**src/rtl/sre_pkg.sv**
```systemverilog
// shared constants and width helpers for the signed rice encoder
package sre_pkg;

   localparam int DefaultMaxCode   = 24;
   localparam int DefaultValueBits = 12;
   localparam int LowBits          = 7;
   localparam int ByteBits         = 8;
   localparam int QueueDepth       = 4;

   // region codes carried on stream_sel
   localparam logic SelLow    = 1'b0;
   localparam logic SelStream = 1'b1;

   // bits needed for a stream bit position (offset plus largest legal code)
   function automatic int pos_width(input int max_code);
      return $clog2(max_code + 8);
   endfunction

   // bits for a full-byte count or a byte index within one word's run
   function automatic int nfull_width(input int max_code);
      return pos_width(max_code) - 2;
   endfunction

   // bits for the result step counter of one word
   function automatic int step_width(input int max_code);
      return pos_width(max_code) - 1;
   endfunction

endpackage

```
**src/rtl/sre_front.sv**
```systemverilog
// front end: maps each value to its rice code and advances the stream state
module sre_front #(
   parameter int  MAX_CODE   = sre_pkg::DefaultMaxCode,
   parameter int  VALUE_BITS = sre_pkg::DefaultValueBits,
   parameter type job_type   = logic
) (
   input  logic                         clock,
   input  logic                         reset,
   input  logic                         accept,
   input  logic signed [VALUE_BITS-1:0] value,
   input  logic                         final_item,
   output job_type                      job
);
   import sre_pkg::*;

   localparam int HiW    = VALUE_BITS - LowBits;
   localparam int HpW    = HiW + 1;
   localparam int CodeW  = HpW + 1;
   localparam int PosW   = pos_width(MAX_CODE);
   localparam int NfullW = nfull_width(MAX_CODE);

   logic [ByteBits-1:0] partial_ff, partial_in;
   logic [2:0]          offset_ff, offset_in;

   logic signed [HiW-1:0] high_part;
   logic signed [HpW-1:0] hp_ext, hp;
   logic [HpW-1:0]        mag;
   logic [CodeW-1:0]      code;
   logic [31:0]           code32;
   logic                  err;
   logic [PosW-1:0]       pos;
   logic [PosW:0]         pos_inc;
   logic [NfullW-1:0]     nfull;
   logic [ByteBits-1:0]   one_byte, partial_new;
   logic [2:0]            offset_new;

   always_comb begin
      high_part = value[VALUE_BITS-1:LowBits];
      hp_ext    = {high_part[HiW-1], high_part};
      // low part negative: high part plus one, else negated
      if (value[LowBits-1]) begin
         hp = hp_ext + HpW'(1);
      end else begin
         hp = -hp_ext;
      end
      mag    = hp[HpW-1] ? HpW'(-hp) : HpW'(hp);
      code   = {mag, 1'b0} - CodeW'(hp[HpW-1]);
      code32 = {{(32-CodeW){1'b0}}, code};
      err    = code32 > 32'(MAX_CODE);

      pos      = PosW'(offset_ff) + code32[PosW-1:0];
      pos_inc  = {1'b0, pos} + (PosW+1)'(1);
      one_byte = ByteBits'(1) << pos[2:0];

      if (err) begin
         nfull       = '0;
         partial_new = partial_ff;
         offset_new  = offset_ff;
      end else begin
         nfull      = pos_inc[PosW:3];
         offset_new = pos_inc[2:0];
         if (nfull == '0) begin
            partial_new = partial_ff | one_byte;
         end else if (offset_new != 3'd0) begin
            partial_new = one_byte;
         end else begin
            partial_new = '0;
         end
      end

      job            = '0;
      job.low7       = value[LowBits-1:0];
      job.err        = err;
      job.last       = final_item;
      job.nfull      = nfull;
      job.hi_idx     = NfullW'(pos[PosW-1:3]);
      job.first_byte = (pos[PosW-1:3] == '0) ? (partial_ff | one_byte) : partial_ff;
      job.one_byte   = one_byte;
      job.flush      = final_item && (offset_new != 3'd0);
      job.flush_byte = partial_new;

      partial_in = partial_ff;
      offset_in  = offset_ff;
      if (accept) begin
         partial_in = final_item ? '0 : partial_new;
         offset_in  = final_item ? 3'd0 : offset_new;
      end
   end

   always_ff @(posedge clock) begin
      if (reset) begin
         partial_ff <= '0;
         offset_ff  <= '0;
      end else begin
         partial_ff <= partial_in;
         offset_ff  <= offset_in;
      end
   end

endmodule

```
**src/rtl/sre_queue.sv**
```systemverilog
// short job queue between the front end and the result sequencer
module sre_queue #(
   parameter type job_type = logic
) (
   input  logic    clock,
   input  logic    reset,
   input  logic    push,
   input  job_type push_job,
   output logic    full,
   input  logic    pop,
   output job_type head_job,
   output logic    empty
);
   import sre_pkg::*;

   localparam int PtrW = $clog2(QueueDepth);
   localparam int CntW = $clog2(QueueDepth + 1);

   job_type         entry_ff [QueueDepth];
   logic [PtrW-1:0] wr_ptr_ff, wr_ptr_in;
   logic [PtrW-1:0] rd_ptr_ff, rd_ptr_in;
   logic [CntW-1:0] count_ff, count_in;
   logic            do_push, do_pop;

   always_comb begin
      full      = count_ff == CntW'(QueueDepth);
      empty     = count_ff == '0;
      head_job  = entry_ff[rd_ptr_ff];
      do_push   = push && !full;
      do_pop    = pop && !empty;
      wr_ptr_in = do_push ? wr_ptr_ff + PtrW'(1) : wr_ptr_ff;
      rd_ptr_in = do_pop ? rd_ptr_ff + PtrW'(1) : rd_ptr_ff;
      count_in  = count_ff + CntW'(do_push) - CntW'(do_pop);
   end

   always_ff @(posedge clock) begin
      if (do_push) begin
         entry_ff[wr_ptr_ff] <= push_job;
      end
   end

   always_ff @(posedge clock) begin
      if (reset) begin
         wr_ptr_ff <= '0;
         rd_ptr_ff <= '0;
         count_ff  <= '0;
      end else begin
         wr_ptr_ff <= wr_ptr_in;
         rd_ptr_ff <= rd_ptr_in;
         count_ff  <= count_in;
      end
   end

endmodule

```
**src/rtl/sre_back.sv**
```systemverilog
// back end: steps through the result words of each job into an output register
module sre_back #(
   parameter int  MAX_CODE = sre_pkg::DefaultMaxCode,
   parameter type job_type = logic
) (
   input  logic                         clock,
   input  logic                         reset,
   input  logic                         job_valid,
   input  job_type                      job,
   output logic                         job_done,
   output logic                         out_empty,
   input  logic                         out_pop,
   output logic                         out_stream_sel,
   output logic [sre_pkg::ByteBits-1:0] out_data_byte,
   output logic                         out_code_error,
   output logic                         out_run_last,
   output logic                         out_vector_done
);
   import sre_pkg::*;

   localparam int NfullW = nfull_width(MAX_CODE);
   localparam int StepW  = step_width(MAX_CODE);

   logic [StepW-1:0]    step_ff, step_in;
   logic                valid_ff, valid_in;
   logic                sel_ff, sel_in;
   logic [ByteBits-1:0] data_ff, data_in;
   logic                err_ff, err_in;
   logic                run_last_ff, run_last_in;
   logic                done_ff, done_in;

   logic                advance, last_step, in_stream;
   logic [StepW-1:0]    idx, last_idx;
   logic [NfullW-1:0]   byte_idx;

   always_comb begin
      advance   = job_valid && (!valid_ff || out_pop);
      last_idx  = StepW'(job.nfull) + StepW'(job.flush);
      last_step = step_ff == last_idx;
      in_stream = (step_ff != '0) && (step_ff <= StepW'(job.nfull));
      idx       = step_ff - StepW'(1);
      byte_idx  = idx[NfullW-1:0];
      job_done  = advance && last_step;

      sel_in      = sel_ff;
      data_in     = data_ff;
      err_in      = err_ff;
      run_last_in = run_last_ff;
      done_in     = done_ff;
      step_in     = step_ff;
      valid_in    = valid_ff && !out_pop;

      if (advance) begin
         valid_in    = 1'b1;
         err_in      = job.err;
         run_last_in = last_step;
         done_in     = last_step && job.last;
         step_in     = last_step ? '0 : step_ff + StepW'(1);
         if (step_ff == '0) begin
            sel_in  = SelLow;
            data_in = {1'b0, job.low7};
         end else if (in_stream) begin
            sel_in = SelStream;
            if (byte_idx == '0) begin
               data_in = job.first_byte;
            end else if (byte_idx == job.hi_idx) begin
               data_in = job.one_byte;
            end else begin
               data_in = '0;
            end
         end else begin
            sel_in  = SelStream;
            data_in = job.flush_byte;
         end
      end
   end

   always_ff @(posedge clock) begin
      sel_ff      <= sel_in;
      data_ff     <= data_in;
      err_ff      <= err_in;
      run_last_ff <= run_last_in;
      done_ff     <= done_in;
   end

   always_ff @(posedge clock) begin
      if (reset) begin
         valid_ff <= 1'b0;
         step_ff  <= '0;
      end else begin
         valid_ff <= valid_in;
         step_ff  <= step_in;
      end
   end

   assign out_empty       = !valid_ff;
   assign out_stream_sel  = sel_ff;
   assign out_data_byte   = data_ff;
   assign out_code_error  = err_ff;
   assign out_run_last    = run_last_ff;
   assign out_vector_done = done_ff;

endmodule

```
**src/rtl/signed_rice_k7_encoder.sv**
```systemverilog
// top level of the signed rice encoder with a seven-bit low part
//
// usage
//   input side is a queue: drive req_value and req_final_item with req_push;
//   a word is taken at a clock edge with req_push high and req_full low
//   result side is a queue: while rsp_empty is low the oldest result word is
//   on the rsp_ ports; rsp_pop high at a clock edge takes it
//   each input word gives its low-part byte first (stream_sel 0), then any
//   completed stream bytes, then the flushed partial byte on a final item;
//   run_last marks the last word of an input, vector_done that of the vector
// timing
//   front end takes one input word per cycle while the four-entry job queue
//   has room; the back end emits one result word per cycle while the receiver
//   pops and a job waits, and an input gives 1 + full stream bytes (+1 on flush)
//   result words, usually one or two, at most 1 + (MAX_CODE + 15) / 8, five at the default limit
//   the first result word of an input passes the job queue, then the output register
// reset clears the stream state and the job queue and empties the output register
// a stalled receiver holds the output word; the queue then fills and
// req_full rises, nothing is lost
module signed_rice_k7_encoder #(
   parameter int MAX_CODE   = sre_pkg::DefaultMaxCode,
   parameter int VALUE_BITS = sre_pkg::DefaultValueBits
) (
   input  logic                         clock,
   input  logic                         reset,
   input  logic                         req_push,
   output logic                         req_full,
   input  logic signed [VALUE_BITS-1:0] req_value,
   input  logic                         req_final_item,
   output logic                         rsp_empty,
   input  logic                         rsp_pop,
   output logic                         rsp_stream_sel,
   output logic [sre_pkg::ByteBits-1:0] rsp_data_byte,
   output logic                         rsp_code_error,
   output logic                         rsp_run_last,
   output logic                         rsp_vector_done
);
   import sre_pkg::*;

   localparam int NfullW = nfull_width(MAX_CODE);

   // one classified input word, as it waits for the sequencer
   typedef struct packed {
      logic [LowBits-1:0]  low7;
      logic                err;
      logic                last;
      logic [NfullW-1:0]   nfull;       // completed stream bytes
      logic [NfullW-1:0]   hi_idx;      // byte holding the terminating one
      logic [ByteBits-1:0] first_byte;  // old partial byte merged with new bits
      logic [ByteBits-1:0] one_byte;    // terminating one in its byte
      logic                flush;
      logic [ByteBits-1:0] flush_byte;
   } job_type;

   job_type front_job, head_job;
   logic    accept, q_full, q_empty, job_done;

   assign accept   = req_push && !q_full;
   assign req_full = q_full;

   // classification and stream state update, one word per cycle while the queue has room
   sre_front #(
      .MAX_CODE   (MAX_CODE),
      .VALUE_BITS (VALUE_BITS),
      .job_type   (job_type)
   ) u_front (
      .clock      (clock),
      .reset      (reset),
      .accept     (accept),
      .value      (req_value),
      .final_item (req_final_item),
      .job        (front_job)
   );

   // decouples the front end from a stalled result side
   sre_queue #(
      .job_type (job_type)
   ) u_queue (
      .clock    (clock),
      .reset    (reset),
      .push     (accept),
      .push_job (front_job),
      .full     (q_full),
      .pop      (job_done),
      .head_job (head_job),
      .empty    (q_empty)
   );

   // result sequencer with the output register
   sre_back #(
      .MAX_CODE (MAX_CODE),
      .job_type (job_type)
   ) u_back (
      .clock           (clock),
      .reset           (reset),
      .job_valid       (!q_empty),
      .job             (head_job),
      .job_done        (job_done),
      .out_empty       (rsp_empty),
      .out_pop         (rsp_pop),
      .out_stream_sel  (rsp_stream_sel),
      .out_data_byte   (rsp_data_byte),
      .out_code_error  (rsp_code_error),
      .out_run_last    (rsp_run_last),
      .out_vector_done (rsp_vector_done)
   );

   // end of vector always closes the run of its input
   a_done_closes_run: assert property (@(posedge clock) disable iff (reset)
      (!rsp_empty && rsp_vector_done) |-> rsp_run_last)
      else $error("vector_done without run_last");

   // the rest of a run follows at once and always lies in the stream region
   a_run_continues: assert property (@(posedge clock) disable iff (reset)
      (rsp_pop && !rsp_empty && !rsp_run_last) |=>
      (!rsp_empty && rsp_stream_sel == SelStream))
      else $error("run broken or continued in low-part region");

   // a new run always opens with a low-part byte
   a_run_opens_low: assert property (@(posedge clock) disable iff (reset)
      (rsp_pop && !rsp_empty && rsp_run_last) |=>
      (rsp_empty || rsp_stream_sel == SelLow))
      else $error("run did not open with its low-part byte");

   // reset leaves no result pending
   a_reset_clears: assert property (@(posedge clock)
      reset |=> (rsp_empty && !req_full))
      else $error("result or full flag survived reset");

endmodule
```
**config.mk**
```make
export PLATFORM = sky130hd
export DESIGN_NAME = signed_rice_k7_encoder
export DESIGN_NICKNAME = d
export VERILOG_FILES = /design/src/rtl/sre_pkg.sv /design/src/rtl/sre_front.sv /design/src/rtl/sre_queue.sv /design/src/rtl/sre_back.sv /design/src/rtl/signed_rice_k7_encoder.sv
export SDC_FILE = /design/constraint.sdc
export NUM_CORES = 1
export LEC_CHECK = 0
export ABC_AREA = 1
export BUFFER_PORTS_ARGS = -buffer_cell sky130_fd_sc_hd__buf_4
export CAP_MARGIN = 20
export CORE_MARGIN = 5
export CORE_UTILIZATION = 62
export DETAILED_ROUTE_END_ITERATION = 12
export GPL_ROUTABILITY_DRIVEN = 0
export PLACE_DENSITY = 0.8
export SLEW_MARGIN = 20
export SYNTH_ARGS = -nofsm -noshare
export SYNTH_HDL_FRONTEND = slang
export SYNTH_HIERARCHICAL = 1
export SYNTH_SLANG_ARGS = --single-unit
```
**constraint.sdc**
```tcl
create_clock -name clock -period 4 [get_ports clock]
set_input_delay 0.8 -clock clock [delete_from_list [all_inputs] [get_ports clock]]
set_output_delay 0.8 -clock clock [all_outputs]
set_load 0.01 [all_outputs]
```
==> flow_summary.json <==
{
  "diodes": 0,
  "vias_per_cell": 5.57,
  "fp.dieW_um": 135,
  "dieArea_um2": 18200,
  "grt-ovfl-total": 0,
  "core_um2": 15300,
  "portBuffers": 30,
  "postCtsSetupBuffers": 0,
  "syn2layout_area_growth_pct": 9.48,
  "status": "finished, final reports clean",
  "clk_pin_slew_ns": 0.07,
  "grt_pass1_wl_um": 32900,
  "fillers": 1087,
  "routed_wl_um": 20400,
  "dr.pass1.iters": 6,
  "setup_viol": 0,
  "grt.total_usage_pct": 23.5,
  "drc": 0,
  "maxSlewViolCount": 0,
  "hold_viol_final": 0,
  "dpl_worst_slack_ns": 0.0672,
  "cellPowerDensity_nw_per_um2": 625,
  "netlist_area_um2": 9690,
  "cp.arrival_ns": 3.91,
  "min_delay_path_depth": 2,
  "cts_root_buf": "clkbuf_16",
  "p_leak_nw": 4.33,
  "start_util_pct": 63.5,
  "ff2ff_setup_slack_ns": 0.41,
  "cts_tree": "yes",
  "clock-sinks": 197,
  "ys_types": 45,
  "synth.avg_cell_area_um2": 10.3,
  "cts_buffers": 17,
  "crit_fanout": 41,
  "fmax_mhz": 279,
  "yosysSeqAreaShare_pct": 58.5,
  "grt_setup_unrepaired": "no",
  "start_kind": "flop",
  "combinationalPowerShare_pct": 30.8,
  "p_seq_share_pct": 42.9,
  "die_h_um": 135,
  "max-slew-margin-rel_pct": 38.7,
  "tightest_slew_ns": 0.916,
  "hp-class": "flop to flop",
  "cap_violations": 0,
  "yosysWarnings": 6,
  "fin_crit_sh_pct": 89.7,
  "register_area_um2": 5670,
  "slowest_stage": "dfxtp_2",
  "setup_ws_ns": 0.413,
  "p_sw_share_pct": 34.2,
  "grt_start_max_net_pins": 42,
  "crit_type": "flop to flop",
  "total_power_w": 0.00663,
  "crit_chain": "inv_12, o21ai_1, o22ai_1, ha_1, ha_1, or2_2, nand3_1, nand2_1, nor2_1, nand3_1, inv_1, inv_1, nor2_1, ha_1, inv_1, ha_1, fa_1, inv_1, nor2_1",
  "final.min_clock_period_ns": 3.59,
  "ys.flop_type": "edfxtp_1",
  "cts_htree_levels": 4,
  "syn-instance-count": 942,
  "synthesis.nets": 989,
  "p_clk_share_pct": 26.3,
  "final_layout_size_suffix_gt1_share_pct": 15.4,
  "final.setup_skew_ns": 0.0116,
  "ant_nets": 0,
  "synthArstFlopShare_pct": 0,
  "dp.cells": 1165,
  "drt_iter0_markers": 603,
  "clk_latency_ns": 0.44,
  "finish.utilization_pct": 69.5,
  "cts_hold_buf": 0,
  "r2r_cells": 19,
  "dp_hpwl_um": 13400,
  "multi_input_area_um2": 3200,
  "end_kind": "flop",
  "setup_tns_ns": 0,
  "dr_total_vias": 6672,
  "wire_per_inst_um": 17.0,
  "critPathRequiredTime_ns": 4.32,
  "holdPathEnd": "u_front/partial_ff[6]$_SDFFE_PP0P_",
  "worst_hold_startpoint": "u_front/partial_ff[6]$_SDFFE_PP0P_",
  "yosys_register_bits": 197,
  "clock_path_buffers": 2,
  "synth_edf_count": 172,
  "grt_pass1_vias": 6659,
  "vdd_drop_max_uv": 436,
  "fin_nets": 1020,
  "max_stage_delay_ns": 0.61,
  "stdcell_count": 1197,
  "intPower_w": 0.00436,
  "cts_resized": 0,
  "timing.rr.end": "u_queue/count_ff[1]$_SDFF_PP0_",
  "antenna_found_initial": 0,
  "p_sw_w": 0.00227,
  "io-pin-count": 31,
  "rows": 45
}
## how the worst max path moves through the flow
stage / to / depth (start not counted) / slack, ns
detailed placement: u_queue/entry_ff[0][5]$_DFFE_PP_ / 18 / 0.07
global route: u_queue/count_ff[1]$_SDFF_PP0_ / 19 / 0.18
CTS: u_queue/count_ff[1]$_SDFF_PP0_ / 19 / 0.43
floorplan: u_queue/entry_ff[0][0]$_DFFE_PP_ / 20 / 0.48
finish: u_queue/count_ff[1]$_SDFF_PP0_ / 19 / 0.41
global placement: u_front/partial_ff[3]$_SDFFE_PP0P_ / 21 / 0.29
## state kept, by name (all words and copies together) (netlist names), named ones only
signal	count
u_back/out_stream_sel	1
u_back/out_code_error	1
u_queue/entry_ff	160
u_back/out_vector_done	1
u_back/out_data_byte	8
u_queue/count_ff	3
u_queue/wr_ptr_ff	2
u_front/offset_ff	3
u_back/out_run_last	1
u_queue/rd_ptr_ff	2
u_back/valid_ff	1
u_back/step_ff	4
u_front/partial_ff	8
## logic make-up (layout without fill, tap and decap cells)
logic type / Yosys count / in the layout / share of synthesized area, %
adder cells (fa/ha/maj): 30 / 30 / 4.03
buffers and inverters: 161 / 205 / 8.81
flip-flops: 197 / 197 / 58.5
XOR/XNOR: 12 / 12 / 1.16
AO/OA/AOI/OAI: 159 / 159 / 9.17
AND/OR/NAND/NOR: 382 / 382 / 18.3
other: 1 / 1 / 0.0387
## Yosys cell counts (7+ instances only)
cell      count  area, um2
edfxtp_1    172       5160
nand2_1     148        556
nor2_1      130        488
inv_1       109        409
o21ai_0      51        255
nand3_1      41        205
o22ai_1      40        250
o21ai_1      39        195
ha_1         28        350
dfxtp_1      25        500
nand2_2      22        138
a21oi_1      17       85.1
buf_4        14        105
buf_2        11       55.1
xor2_1       10       87.6
buf_6         8       90.1
inv_2         8       30.0
nand4_1       7       43.8
## power groups by stage
stage | Combinational [W] | Clock [W] | Sequential, W
CTS | 0.00203 | 0.00176 | 0.00284
global route | 0.00226 | 0.00185 | 0.00287
global placement | 0.00194 | 0 | 0.00287
finish | 0.00204 | 0.00174 | 0.00284
floorplan | 0.00141 | 0 | 0.00290
detailed placement | 0.00200 | 0 | 0.00289
## through the flow
stage	hold slack (ns)	instance area, um2
floorplan	0.438	9690
global placement	0.452	10000
detailed placement	0.465	10000
CTS	0.475	10600
global route	0.496	10600
finish	0.474	10600
## critical path, delay by kind of cell (launching register included)
family	cells	cell delay, ns
adders and majority gates	5	1.23
and+or+nand+nor	7	0.87
DFF	1	0.61
buffers and inverters	5	0.46
AOI/OAI and AO/OA	2	0.28
## per-layer routing
metal  global-route usage (%)  up-vias  routed length (um)
li1                         -     3227                   -
met1                     29.0     3103                8050
met2                     40.6      283               10200
met3                     5.18       59                1600
met4                     9.29        0                 514
met5                        0        -                   0
## layout make-up
class	count	area share, %
repair buffers	55	3.89
clock buffers	18	4.05
clock inverters	14	1.69
flip-flops and latches	197	53.4
well taps	211	2.49
inverters	118	4.29
multi-input cells	584	30.2
## placed cells by master (no fill, tap or decap), types with 4 or more instances in the layout
| cell | Yosys | routed |
|---|---|---|
| dfxtp_1 | 25 | 24 |
| buf_4 | 14 | 55 |
| ha_1 | 28 | 28 |
| nand2_1 | 148 | 148 |
| xor2_1 | 10 | 10 |
| o22ai_1 | 40 | 40 |
| clkinvlp_4 | 0 | 4 |
| inv_1 | 109 | 109 |
| a21oi_1 | 17 | 17 |
| nor2_2 | 5 | 5 |
| nand2_2 | 22 | 22 |
| nand3_1 | 41 | 41 |
| nand3_2 | 5 | 5 |
| nand3b_1 | 6 | 6 |
| edfxtp_1 | 172 | 172 |
| nor2_4 | 3 | 7 |
| nand4_1 | 7 | 7 |
| inv_2 | 8 | 8 |
| nand3_4 | 4 | 4 |
| clkbuf_16 | 0 | 17 |
| nor2_1 | 130 | 126 |
| o21ai_1 | 39 | 39 |
| o21ai_0 | 51 | 51 |
No activity file was read; power rests on OpenSTA's default activity.
